File: src/design/vdt_ram.sv
// ----------------------------------------------------------------------------
// vdt_ram
// Simple dual-port memory: one write port, one read port with registered data.
// ----------------------------------------------------------------------------
module vdt_ram #(
    parameter int WIDTH = 8,
    parameter int DEPTH = 16
) (
    input  logic                     i_clk,
    input  logic                     i_we,
    input  logic [$clog2(DEPTH)-1:0] i_waddr,
    input  logic [WIDTH-1:0]         i_wdata,
    input  logic [$clog2(DEPTH)-1:0] i_raddr,
    output logic [WIDTH-1:0]         o_rdata
);

    logic [WIDTH-1:0] r_mem [DEPTH];
    logic [WIDTH-1:0] r_rdata;

    always_ff @(posedge i_clk) begin
        if (i_we) begin
            r_mem[i_waddr] <= i_wdata;
        end
        r_rdata <= r_mem[i_raddr];
    end

    assign o_rdata = r_rdata;

endmodule

File: config.mk
export PLATFORM = sky130hd
export DESIGN_NAME = vdt_ram
export DESIGN_NICKNAME = d
export VERILOG_FILES = /design/src/design/vdt_ram.sv
export SDC_FILE = /design/constraint.sdc
export NUM_CORES = 1
export LEC_CHECK = 0
export BUFFER_PORTS_ARGS = -buffer_cell sky130_fd_sc_hd__buf_2
export CORE_MARGIN = 2
export CORE_UTILIZATION = 43
export DETAILED_ROUTE_END_ITERATION = 6
export PLACE_DENSITY = 0.69
export SETUP_SLACK_MARGIN = 0.05
export SLEW_MARGIN = 30
export SYNTH_ARGS = -nofsm -noshare
export SYNTH_HDL_FRONTEND = slang
export SYNTH_SLANG_ARGS = --single-unit
File: constraint.sdc
create_clock -name i_clk -period 2 [get_ports i_clk]
set_input_delay 0.4 -clock i_clk [delete_from_list [all_inputs] [get_ports i_clk]]
set_output_delay 0.4 -clock i_clk [all_outputs]
set_load 0.05 [all_outputs]
Word level (Yosys, flattened, before mapping)

Memories as Yosys holds them, arrays and structs flattened. A register that Yosys moved wholly into a read port is not among the register bits.
Index checks and enable logic that the tools add are counted.

Register bits: 0
Memory bits (writable): 128
Input bits: 18
Output and inout bits: 8
Logic and storage cells: 3
Memories kept: 1

Memory list:

| memory | depth | width | read ports | clocked after memory_dff | wr ports | RTL line | text |
|---|---|---|---|---|---|---|---|
| r_mem  | 16    | 8     | 1          | 1                        | 1        | 17       | `logic [WIDTH-1:0] r_mem [DEPTH];` |

Multiplexer cells: 2

Operators with widths:

| kind              | count |
|---|---|
| 1-bit two-way mux | 2 |

Longest topological paths before layout

Depth in word-level cells: 2
Depth in mapped cells: 5

Worst setup path before layout

Ideal clock, no wire load.

Path type: input -> register
Start: in i_waddr[2]
End: mem r_mem[0][0], enable pin
Library setup time: 0.383 ns
Arrival: 1.510 ns
Data required time: 1.617 ns
Path slack: 0.107 ns
Stages on the path: 2
Buffers on the path: 0
Cell sequence: or3b_2 -> nor3_1

RTL lines:

| item        | RTL line | text |
|---|---|---|
| from (decl) | 11       | `input logic [$clog2(DEPTH)-1:0] i_waddr,` |
| to (decl)   | 17       |  |

No word-level cell before the write port.

==> run summary <==
outcome - complete, no violations
final WL - 9490 um
worst skew pair latency - 410 ps
most common cell after layout, fill and taps aside - edfxtp_1
via count of the first global-routing pass - 2,443
GR Util met3 - 3.19%
Slew Limit Fails - 0
post-synth top area cell - edfxtp_1
CP Capture Type - flip-flop
P per Cell Area - 1120 nW/um^2
clock transition at the registers of the reported paths - 60 ps
# IOs - 26
Sw Ratio - 20.1%
area grow syn2layout - 20.7%
Finished Layout Cells - 442
switching power - 0.00139 W
die height - 113 um
RSZ-0062 raised after global routing - false
static leakage - 2.13 nW
Core Region - 11,600 sq um
Antenna diodes - 0
average wire per standard cell - 21.5 um
highest-count cells in the layout ignoring fill and taps - edfxtp_1 (128), buf_2 (25), buf_4 (21)
critical path's slowest cell - mux4_1
CP cell instances - buf_2 -> buf_12 -> mux4_1 -> a22oi_1 -> nand2_1
WP data required - 2280 ps
top-area cell type share of the netlist area - 74.7%
min cycle time layout - 1470 ps
Antenna Nets Post-Route - 0
Slew headroom - 71.0%
Fin Setup TNS - 0 ps
met2 usage in global routing - 25.6%
Hold Violations, Final - 0
layout cells sized above 1 - 32.4%
gpl congestion - 0.708
peak supply drop - 0.702 mV
initial antenna violation count - 0
max-cap viol count - 0
kind of critical path - input pin to flip-flop
sequential share of power - 46.2%
Int Pwr - 0.00554 W
Num CTS Buffers - 17
initial drt markers - 222
combinational power share - 5.2%
postcts setup bufs - 0
TritonRoute pass-1 iters - 4
Worst-Margin Slew - 434 ps
CTS Buffer Depth - 2
first-pass GRT wire length - 14,400 um
HP Class - input pin to flip-flop
full die area - 12,900 sq um
net count after synthesis - 247
drt drc - 0
Max Clock Skew - 8.29 ps
Synth Instances - 229
library cells used by synthesis - 19
Area contributors post-synth - edfxtp_1 (75%), mux4_2 (7.9%), mux4_1 (7.1%)
clock share of power - 48.6%
Yosys reg bits - 136
startpoint types - input pin
Mapped Area - 5150 sq um
Max Clock Freq - 679 MHz
yosys warns - 0
via/cell ratio - 5.44
synthesized area per cell - 22.5 sq um
GRT Overall Usage - 15.8%
CTS tree - built
root buffer cell - clkbuf_16
endpoints failing setup - 0
starting density of the core - 44.5%
Max stage delay on crit path - 580 ps
DP HPWL - 5860 um
Port Buf Inserts - 25
cell count after placement - 410
Crit Path Max Fanout - 25
clock tree sinks - 136
met1 usage - 21.3%
Post-CTS Resized - 0
Seq/Total Area, Yosys - 77.8%
total number of H-tree levels - 4
final net count - 304
Die W - 113 um
gr busiest metal - met2
gr ovfl total - 0
Hold Slack - 376 ps
largest net degree at the start of global routing - 26
Core Rows - 39
DR vias - 2,405
period utilisation layout - 73.6%
CTS Hold Bufs - 0
Data arrival, critical path - 1750 ps
[per-stage QoR]
stage	power (W)	setup WS, ps	utilization [%]	cell area, sq um
6_report	0.00694	528	53.7	6210
5_1_grt	0.00713	461	53.7	6210
4_1_cts	0.00698	525	53.7	6210
3_5_place_dp	0.00363	120	48.1	5560
3_3_place_gp	0.00362	137	48.1	5560
2_1_floorplan	0.00349	107	-	5150
[layer usage]
layer | vias up | wire length [um]
met5 | - | 0
met3 | 10 | 336
met2 | 57 | 4780
met4 | 0 | 117
met1 | 1244 | 4260
li1 | 1094 | -
[cell usage after synthesis (all sizes together)]
| cell type | count |
|---|---|
| a22oi | 16 |
| and2 | 1 |
| and2b | 1 |
| buf | 7 |
| clkdlybuf4s25 | 3 |
| dfxtp | 8 |
| edfxtp | 128 |
| mux4 | 32 |
| nand2 | 9 |
| nand2b | 2 |
| nand3 | 1 |
| nand3b | 2 |
| nor2 | 13 |
| nor2b | 1 |
| nor3 | 4 |
| or3b | 1 |
[flip-flops by register name, summed over array words and instances, names as in the netlist]
register  cells
r_mem       128
o_rdata       8
[power groups by stage]
stage               clock [W]  sequential, W  combinational [W]
global placement            0        0.00326           0.000357
global route          0.00353        0.00321           0.000390
finish                0.00337        0.00320           0.000362
detailed placement          0        0.00326           0.000365
floorplan                   0        0.00333           0.000162
CTS                   0.00341        0.00320           0.000368
[area by class of cell]
| cell class | instances | area (sq um) |
|---|---|---|
| Clock buffer | 18 | 429 |
| Clock inverter | 14 | 221 |
| Fill cell | 869 | 5350 |
| Multi-Input combinational cell | 83 | 1060 |
| Sequential cell | 136 | 4000 |
| Tap cell | 143 | 179 |
| Timing Repair Buffer | 48 | 323 |
[kinds of logic after synthesis]
family          synth area share [%]
flops                           77.8
simple gates                    3.18
mux                             15.0
compound gates                  2.33
buf+inv                         1.68
[worst paths after layout]
path                start           end  slack [ps]  cells past startpoint
min            i_wdata[0]  r_mem[11][0]         380                      1
max            i_raddr[0]    o_rdata[4]         530                      5
max reg2reg   r_mem[2][5]    o_rdata[5]         600                      3
min reg2reg  r_mem[14][3]    o_rdata[3]         660                      3
[critical path: cells and delay by family]
family          cells  cell delay, ps
compound gates      1             330
buf+inv             2             330
mux                 1             580
simple gates        1              90
Power figures use the tool's default switching activity.
