==> src/design/vdt_pkg.sv <==
// ----------------------------------------------------------------------------
// vdt_pkg
// Shared types and constants of the vertex deduplication table.
// ----------------------------------------------------------------------------
package vdt_pkg;

    localparam int WORD_W   = 32;
    localparam int INDEX_W  = 12;
    localparam int TOTAL_W  = 13;

    localparam int CAPACITY_DEF   = 4096;
    localparam int HASH_SLOTS_DEF = 8192;

    // Hash seed and multiplier of the word mixing step.
    localparam logic [WORD_W-1:0] HASH_SEED = 32'h811C9DC5;
    localparam logic [WORD_W-1:0] MIX_K     = 32'h9E3779B1;

    // Input item: one vertex, or a request to clear the table.
    typedef struct packed {
        logic              mode;
        logic [WORD_W-1:0] pos_x;
        logic [WORD_W-1:0] pos_y;
        logic [WORD_W-1:0] pos_z;
        logic [WORD_W-1:0] rgba_color;
    } t_vdt_in;

    // Result item.
    typedef struct packed {
        logic [INDEX_W-1:0] vertex_index;
        logic               accepted;
        logic               newly_added;
        logic [TOTAL_W-1:0] vertex_total;
    } t_vdt_out;

endpackage

==> src/design/vdt_hash.sv <==
// ----------------------------------------------------------------------------
// vdt_hash
// Iterative vertex hash: one shared 32x32 multiplier mixes one word per cycle,
// then the hash is reduced to a slot number, by a mask or by shift-subtract.
// ----------------------------------------------------------------------------
module vdt_hash
    import vdt_pkg::*;
#(
    parameter int HASH_SLOTS = HASH_SLOTS_DEF
) (
    input  logic                          i_clk,
    input  logic                          i_rst_n,
    input  logic                          i_start,
    input  t_vdt_in                       i_item,
    output logic                          o_done,
    output logic [$clog2(HASH_SLOTS)-1:0] o_slot
);

    localparam int SW         = $clog2(HASH_SLOTS);
    localparam bit SLOTS_POW2 = ((1 << SW) == HASH_SLOTS);
    localparam int K_TOP      = WORD_W - SW;
    localparam logic [WORD_W-1:0] DIV_INIT = WORD_W'(64'(HASH_SLOTS) << K_TOP);
    localparam logic [4:0] MOD_LAST = 5'(K_TOP);

    localparam logic [1:0] H_IDLE = 2'd0;
    localparam logic [1:0] H_MUL  = 2'd1;
    localparam logic [1:0] H_FIN  = 2'd2;
    localparam logic [1:0] H_MOD  = 2'd3;

    logic [1:0]        r_state, n_state;
    logic [1:0]        r_k, n_k;
    logic [WORD_W-1:0] r_p, n_p;
    logic [WORD_W-1:0] r_rem, n_rem;
    logic [WORD_W-1:0] r_div, n_div;
    logic [4:0]        r_cnt, n_cnt;

    logic [WORD_W-1:0]   word;
    logic [WORD_W-1:0]   mix_in;
    logic [2*WORD_W-1:0] prod;
    logic [WORD_W-1:0]   h_fin;
    logic [WORD_W-1:0]   rem_step;

    always_comb begin
        case (r_k)
            2'd0:    word = i_item.pos_x;
            2'd1:    word = i_item.pos_y;
            2'd2:    word = i_item.pos_z;
            default: word = i_item.rgba_color;
        endcase
    end

    assign h_fin    = r_p ^ (r_p >> 15);
    assign mix_in   = ((r_k == 2'd0) ? HASH_SEED : h_fin) ^ word;
    assign prod     = mix_in * MIX_K;
    assign rem_step = (r_rem >= r_div) ? (r_rem - r_div) : r_rem;

    always_comb begin
        n_state = r_state;
        n_k     = r_k;
        n_p     = r_p;
        n_rem   = r_rem;
        n_div   = r_div;
        n_cnt   = r_cnt;
        o_done  = 1'b0;
        o_slot  = h_fin[SW-1:0];
        case (r_state)
            H_IDLE: begin
                if (i_start) begin
                    n_k     = 2'd0;
                    n_state = H_MUL;
                end
            end
            H_MUL: begin
                n_p = prod[WORD_W-1:0];
                n_k = r_k + 2'd1;
                if (r_k == 2'd3) begin
                    n_state = H_FIN;
                end
            end
            H_FIN: begin
                if (SLOTS_POW2) begin
                    o_done  = 1'b1;
                    n_state = H_IDLE;
                end else begin
                    n_rem   = h_fin;
                    n_div   = DIV_INIT;
                    n_cnt   = MOD_LAST;
                    n_state = H_MOD;
                end
            end
            H_MOD: begin
                // One conditional subtract of the shifted slot count a cycle.
                n_rem = rem_step;
                n_div = r_div >> 1;
                n_cnt = r_cnt - 5'd1;
                if (r_cnt == 5'd0) begin
                    o_done  = 1'b1;
                    o_slot  = rem_step[SW-1:0];
                    n_state = H_IDLE;
                end
            end
            default: begin
                n_state = H_IDLE;
            end
        endcase
    end

    always_ff @(posedge i_clk) begin
        if (!i_rst_n) begin
            r_state <= H_IDLE;
            r_k     <= 2'd0;
            r_cnt   <= 5'd0;
        end else begin
            r_state <= n_state;
            r_k     <= n_k;
            r_cnt   <= n_cnt;
        end
        r_p   <= n_p;
        r_rem <= n_rem;
        r_div <= n_div;
    end

endmodule

==> config.mk <==
export PLATFORM = sky130hd
export DESIGN_NAME = vdt_hash
export DESIGN_NICKNAME = d
export VERILOG_FILES = /design/src/design/vdt_pkg.sv /design/src/design/vdt_hash.sv
export SDC_FILE = /design/constraint.sdc
export NUM_CORES = 1
export LEC_CHECK = 0
export BUFFER_PORTS_ARGS = -buffer_cell sky130_fd_sc_hd__buf_4
export CAP_MARGIN = 5
export CORE_MARGIN = 1
export CORE_UTILIZATION = 30
export DETAILED_ROUTE_END_ITERATION = 16
export SETUP_SLACK_MARGIN = 0.4
export SLEW_MARGIN = 10
export SYNTH_ARGS = -nofsm -noshare
export SYNTH_HDL_FRONTEND = slang
export SYNTH_SLANG_ARGS = --single-unit
export TNS_END_PERCENT = 100
==> constraint.sdc <==
create_clock -name i_clk -period 21.3 [get_ports i_clk]
set_input_delay 4.26 -clock i_clk [delete_from_list [all_inputs] [get_ports i_clk]]
set_output_delay 4.26 -clock i_clk [all_outputs]
set_load 0.01 [all_outputs]
==> Word level (Yosys, flattened, before mapping) <==
Cells that the tools add are included.
{ "totals": {"regBits": 41, "out_inout_bits": 14, "elab_cells": 36} }
{ "classes": {"addsub": 2, "multipliers": 1, "n_eq_ne": 9, "n_mux": 12, "bitwise": 2, "reduce_logical": 6} }
{ "ops": {"columns": ["operator", "count"], "rows": [
  ["$pmux W32 S3", 1],
  ["$mul A32 B32 Y32 const B", 1],
  ["$mux W32", 1],
  ["$xor A32 B17 Y32", 1],
  ["$xor A32 B32 Y32", 1],
  ["$mux W13", 2],
  ["$eq A2 B2 Y1 const B", 4],
  ["$mux W2", 4],
  ["$pmux W2 S4", 1],
  ["$ne A2 B2 Y1 const B", 3],
  ["$logic_not A5 Y1", 1],
  ["$sub A5 B1 Y5 const B", 1],
  ["$eq A2 B1 Y1 const B", 2],
  ["$logic_not A2 Y1", 2],
  ["$pmux W2 S2", 1],
  ["$reduce_and A3 Y1", 1],
  ["$add A2 B1 Y2 const B", 1],
  ["$pmux W1 S2", 1],
  ["$reduce_and A2 Y1", 1],
  ["$reduce_bool A2 Y1", 1],
  ["$mux W1", 1]
]} }

==> Depth between registers and ports, before layout <==
{ "logic_depth": {"word_depth": 4, "mapped_depth": 35, "depth_no_buf": 34} }

==> Worst setup path after synthesis <==
OpenSTA, ideal clock, no wires.
{ "synth_path": {"path_kind": "in2reg", "from": "input port i_item[43] in the netlist's numbering", "to": "register r_p[31], data pin", "arrival_time_ns": 11.209, "required_time_ns": 21.042, "slack_ns": 9.833, "stages": 26, "path_cell_list": "a22oi_1 > xnor2_1 > nand2_1 > a31oi_1 > fa_1 > fa_1 > inv_1 > fa_1 > inv_1 > fa_1 > fa_1 > fa_1 > fa_1 > inv_1 > fa_1 > inv_1 > ha_1 > nand2_1 > nor2_1 > nand4_1 > o22a_1 > o21ai_0 > o41ai_1 > o21ai_0 > a31oi_1 > xnor2_1"} }
{ "synth_via": {"elab_chain_cells": 3} }
{ "synth_lines": {"columns": ["element", "line_no", "source"], "rows": [
  ["start: declaration", "vdt_hash.sv:14", "input t_vdt_in i_item,"],
  ["$pmux W32 S3", "vdt_hash.sv:44", "case (r_k)"],
  ["$xor A32 B32 Y32", "vdt_hash.sv:53", "assign mix_in = ((r_k == 2'd0) ? HASH_SEED : h_fin) ^ word;"],
  ["$mul A32 B32 Y32", "vdt_hash.sv:54", "assign prod = mix_in * MIX_K;"],
  ["net prod[31]", "vdt_hash.sv:39", "logic [2*WORD_W-1:0] prod;"],
  ["end signal: assignment", "vdt_hash.sv:118", "r_p <= n_p;"],
  ["end: declaration", "vdt_hash.sv:32", "logic [WORD_W-1:0] r_p, n_p;"]
]} }
The timed path passes the listed nets, and every way through them passes these cells.
A chain may end at the register's enable or synchronous reset.

==> Worst setup path after layout <==
{ "layout_path": {"from": "input port i_item[39] in the netlist's numbering", "to": "register r_p[31], data pin"} }
The elaborated chain is that of the path after synthesis.

==> impl.org <==
** Run status
- Run status :: completed

** Cells and area
- Share of final-layout standard cells stronger than drive strength 1 :: 14.1%
- The area growth from synthesis to layout is 15.2%.
- Number of nets in the layout :: 1904
- 0 antenna diodes ended up in the layout.
- Leaving out fill and tap cells, the most frequent cells in the layout are sky130_fd_sc_hd__inv_1, sky130_fd_sc_hd__fa_1, sky130_fd_sc_hd__ha_1.
- Most common library cell in the layout ignoring fill and taps :: sky130_fd_sc_hd__inv_1
- Design Area, Final :: 13900 µm²

** Timing
- On the final layout, the worst hold slack is 0.532 ns.
- Achievable clock frequency :: 79.4 MHz
- The number of hold violations in the final report was 0.
- Relative slew margins :: 23.9%
- The number of pins exceeding their max-slew limit in the final report was 0.
- Final worst-path cycle share :: 59.1%
- Unrepaired setup endpoints after global routing :: no
- Slew at the pin closest to its max-slew limit :: 1.13 ns
- Final Skew :: 0.00793 ns
- Number of setup violations in the final report :: 0
- Total negative slack for setup checks :: 0 ns
- The worst path in the final design needs a cycle of 12.59 ns, including I/O delays and setup.

** Clock tree
- CTS root buf :: sky130_fd_sc_hd__clkbuf_16
- Clock slew at reported path FFs :: 0.06 ns
- Total CTS buffers :: 5
- Latest clock arrival within the worst-skew pair :: 0.29 ns
- Hold_buf cts :: 0
- Buffers added to address setup during post-CTS repair amount to 0.
- CTS saw 41 sinks.
- Number of gates resized after cts :: 0
- Counting along the longest clock path gives a buffer depth of 2.
- The H-tree was split into 2 levels.
- TritonCTS clock tree :: done

** Logic synthesis
- Summing the areas of all fa, ha and maj instances in the mapped netlist gives 51.7% of the synthesized area.
- Sorting the synthesized cells by area gives the leading types as sky130_fd_sc_hd__fa_1, sky130_fd_sc_hd__ha_1, sky130_fd_sc_hd__inv_1.
- In the synthesized netlist, mux cells make up 0.538% of the area.
- Synthesis inferred 41 register bits.
- Number of instances in the synthesized netlist :: 1257
- Share of the synthesized area in the top cell type :: 32.4%
- Number of warning messages in the yosys log :: 0
- Number of enable flip-flop cells after synthesis :: 32
- Synthesis instantiated 64 different standard cells from the library.
- Async set or reset register ratio after synthesis :: 0%
- The biggest area contributor in the post-synthesis netlist is sky130_fd_sc_hd__fa_1.
- Summing the areas of all and, or, nand and nor instances in the mapped netlist gives 5.72% of the synthesized area.
- Counting every net in the synthesized netlist gives 1770.
- Xor and xnor area share after synthesis :: 9.72%
- Syn_area_per_cell :: 9.62 µm²
- The most used flip-flop cell after synthesis is sky130_fd_sc_hd__edfxtp_1.
- The synthesized netlist devotes 10.8% of its cell area to compound gates.
- After synthesis, the largest family of logic cells by area is adder cells.
- The cell area that synthesis handed to floorplanning was 12100 µm².
- Register area share after synthesis :: 9.44%

** Floorplanning
- Boundary pin count :: 146
- Rows :: 73
- Core region area :: 39700 µm²
- Full die area :: 41100 µm²
- Starting density of the core :: 30.4%
- In this run the horizontal extent of the chip is 203 µm.
- Die height :: 203 µm

** Global routing
- Vias in the first global route :: 9820
- Global routing finished with a remaining overflow of 0.
- Across every metal layer, demand over resource in global routing totals 17.4%.
- Pin count of the biggest net entering global routing :: 52
- Wire length of the first global-routing pass :: 54800 µm
- Antenna violations before repair :: 0

** Routing
- Vias after detailed routing :: 9024
- Vias per cell :: 4.71
- Number of design rule violations left after detail routing :: 0
- The count of nets left with antenna violations once routing finished came out at 0.
- Final wirelength :: 34800 µm
- For this run, the detailed router's first-pass iteration total came to 5.
- In the final routed layout, each cell accounts on average for 18.2 µm.
- Drt initial violations :: 539

** Critical path
- Data required, critical path :: 21.33 ns
- The worst setup path is captured at a flip-flop.
- The worst setup path is launched from a primary input.
- Slowest Stage Delay on Critical Path :: 0.63 ns
- Arrival time of data at the critical path endpoint :: 12.63 ns
- Type of the worst setup path :: in2reg
- The slowest stage of the critical path is the sky130_fd_sc_hd__o41ai_1 cell.
- Cell mode on critical path :: sky130_fd_sc_hd__fa_1
- In this run the worst path has a maximum fanout of 8.

** Place
- Placed cell area :: 13800 µm²
- Routability-driven placement finished with a final weighted congestion of 1.01.
- During placement, the flow inserted port buffers numbering 144.
- Hpwl dp :: 30200 µm

** Job
- Max-cap check violation count :: 0

** Hold path
- The path class of the tightest hold or removal check is reg2reg.
==> cells by family (layout without fill, tap and decap cells) <==
| group | Yosys count | in the layout |
|---|---|---|
| compound gates | 187 | 187 |
| flops | 41 | 41 |
| mux | 5 | 5 |
| buf+inv | 367 | 502 |
| xor+xnor | 131 | 131 |
| fa+ha+maj | 383 | 383 |
| simple gates | 143 | 143 |
==> critical path, delay by kind of cell <==
kind / cells / cell delay, ns
AND/OR/NAND/NOR: 3 / 0.39
buffers and inverters: 6 / 0.79
adder cells (fa/ha/maj): 8 / 3.82
XOR/XNOR: 4 / 1.00
multiplexers: 1 / 0.60
AO/OA/AOI/OAI: 7 / 1.74
==> Yosys cell counts (all sizes together) (6+ instances only) <==
| cell | instances |
|---|---|
| a211oi | 7 |
| a21o | 16 |
| a21oi | 30 |
| a221oi | 8 |
| a222oi | 8 |
| a22oi | 23 |
| a31oi | 8 |
| and2 | 8 |
| buf | 31 |
| clkbuf | 9 |
| dfxtp | 9 |
| edfxtp | 32 |
| fa | 196 |
| ha | 185 |
| inv | 327 |
| nand2 | 35 |
| nand3 | 9 |
| nand3b | 14 |
| nor2 | 47 |
| o211ai | 13 |
| o21ai | 43 |
| or3 | 6 |
| xnor2 | 90 |
| xor2 | 40 |
==> stage by stage <==
| stage | instances | worst slack (ns) | utilization, % |
|---|---|---|---|
| floorplan | 1257 | 9.83 | - |
| global placement | 1909 | 8.43 | 34.7 |
| detailed placement | 1909 | 8.47 | 34.7 |
| CTS | 1917 | 8.69 | 35.1 |
| global route | 1917 | 8.27 | 35.1 |
| finish | 1917 | 8.71 | 35.1 |
==> per-layer routing <==
layer | vias up | routed length (µm) | GRT usage [%] | part of all wire (%)
li1 | 4263 | - | - | -
met1 | 4459 | 15500 | 23.1 | 45
met2 | 252 | 16300 | 29.2 | 47
met3 | 50 | 1780 | 2.49 | 5.1
met4 | 0 | 1200 | 5.40 | 3.4
met5 | - | 0 | 0 | 0
==> registers in the layout, indices dropped and copies added, names as in the netlist <==
name / cells
r_cnt: 5
r_k: 2
r_p: 32
r_state: 2
==> cell type report <==
class | count | area (µm²)
fillers | 4035 | 25800
repair buffers | 167 | 1250
clock inverters | 3 | 25.0
well taps | 525 | 657
flip-flops and latches | 41 | 1140
inverters | 327 | 1230
multi-input cells | 849 | 9500
clock buffers | 5 | 125
==> worst paths after layout <==
path / from / endpoint / slack [ns] / cells after the start
worst max register to register: r_k[0] / r_p[31] / 11.62 / 30
worst min register to register: r_k[1] / r_k[1] / 0.53 / 2
worst min-delay path: r_k[1] / r_k[1] / 0.53 / 2
worst max-delay path: i_item[39] / r_p[31] / 8.71 / 29
Power is not shown: default switching activity piles up to over one toggle a cycle in this logic, so the estimate is an artifact.
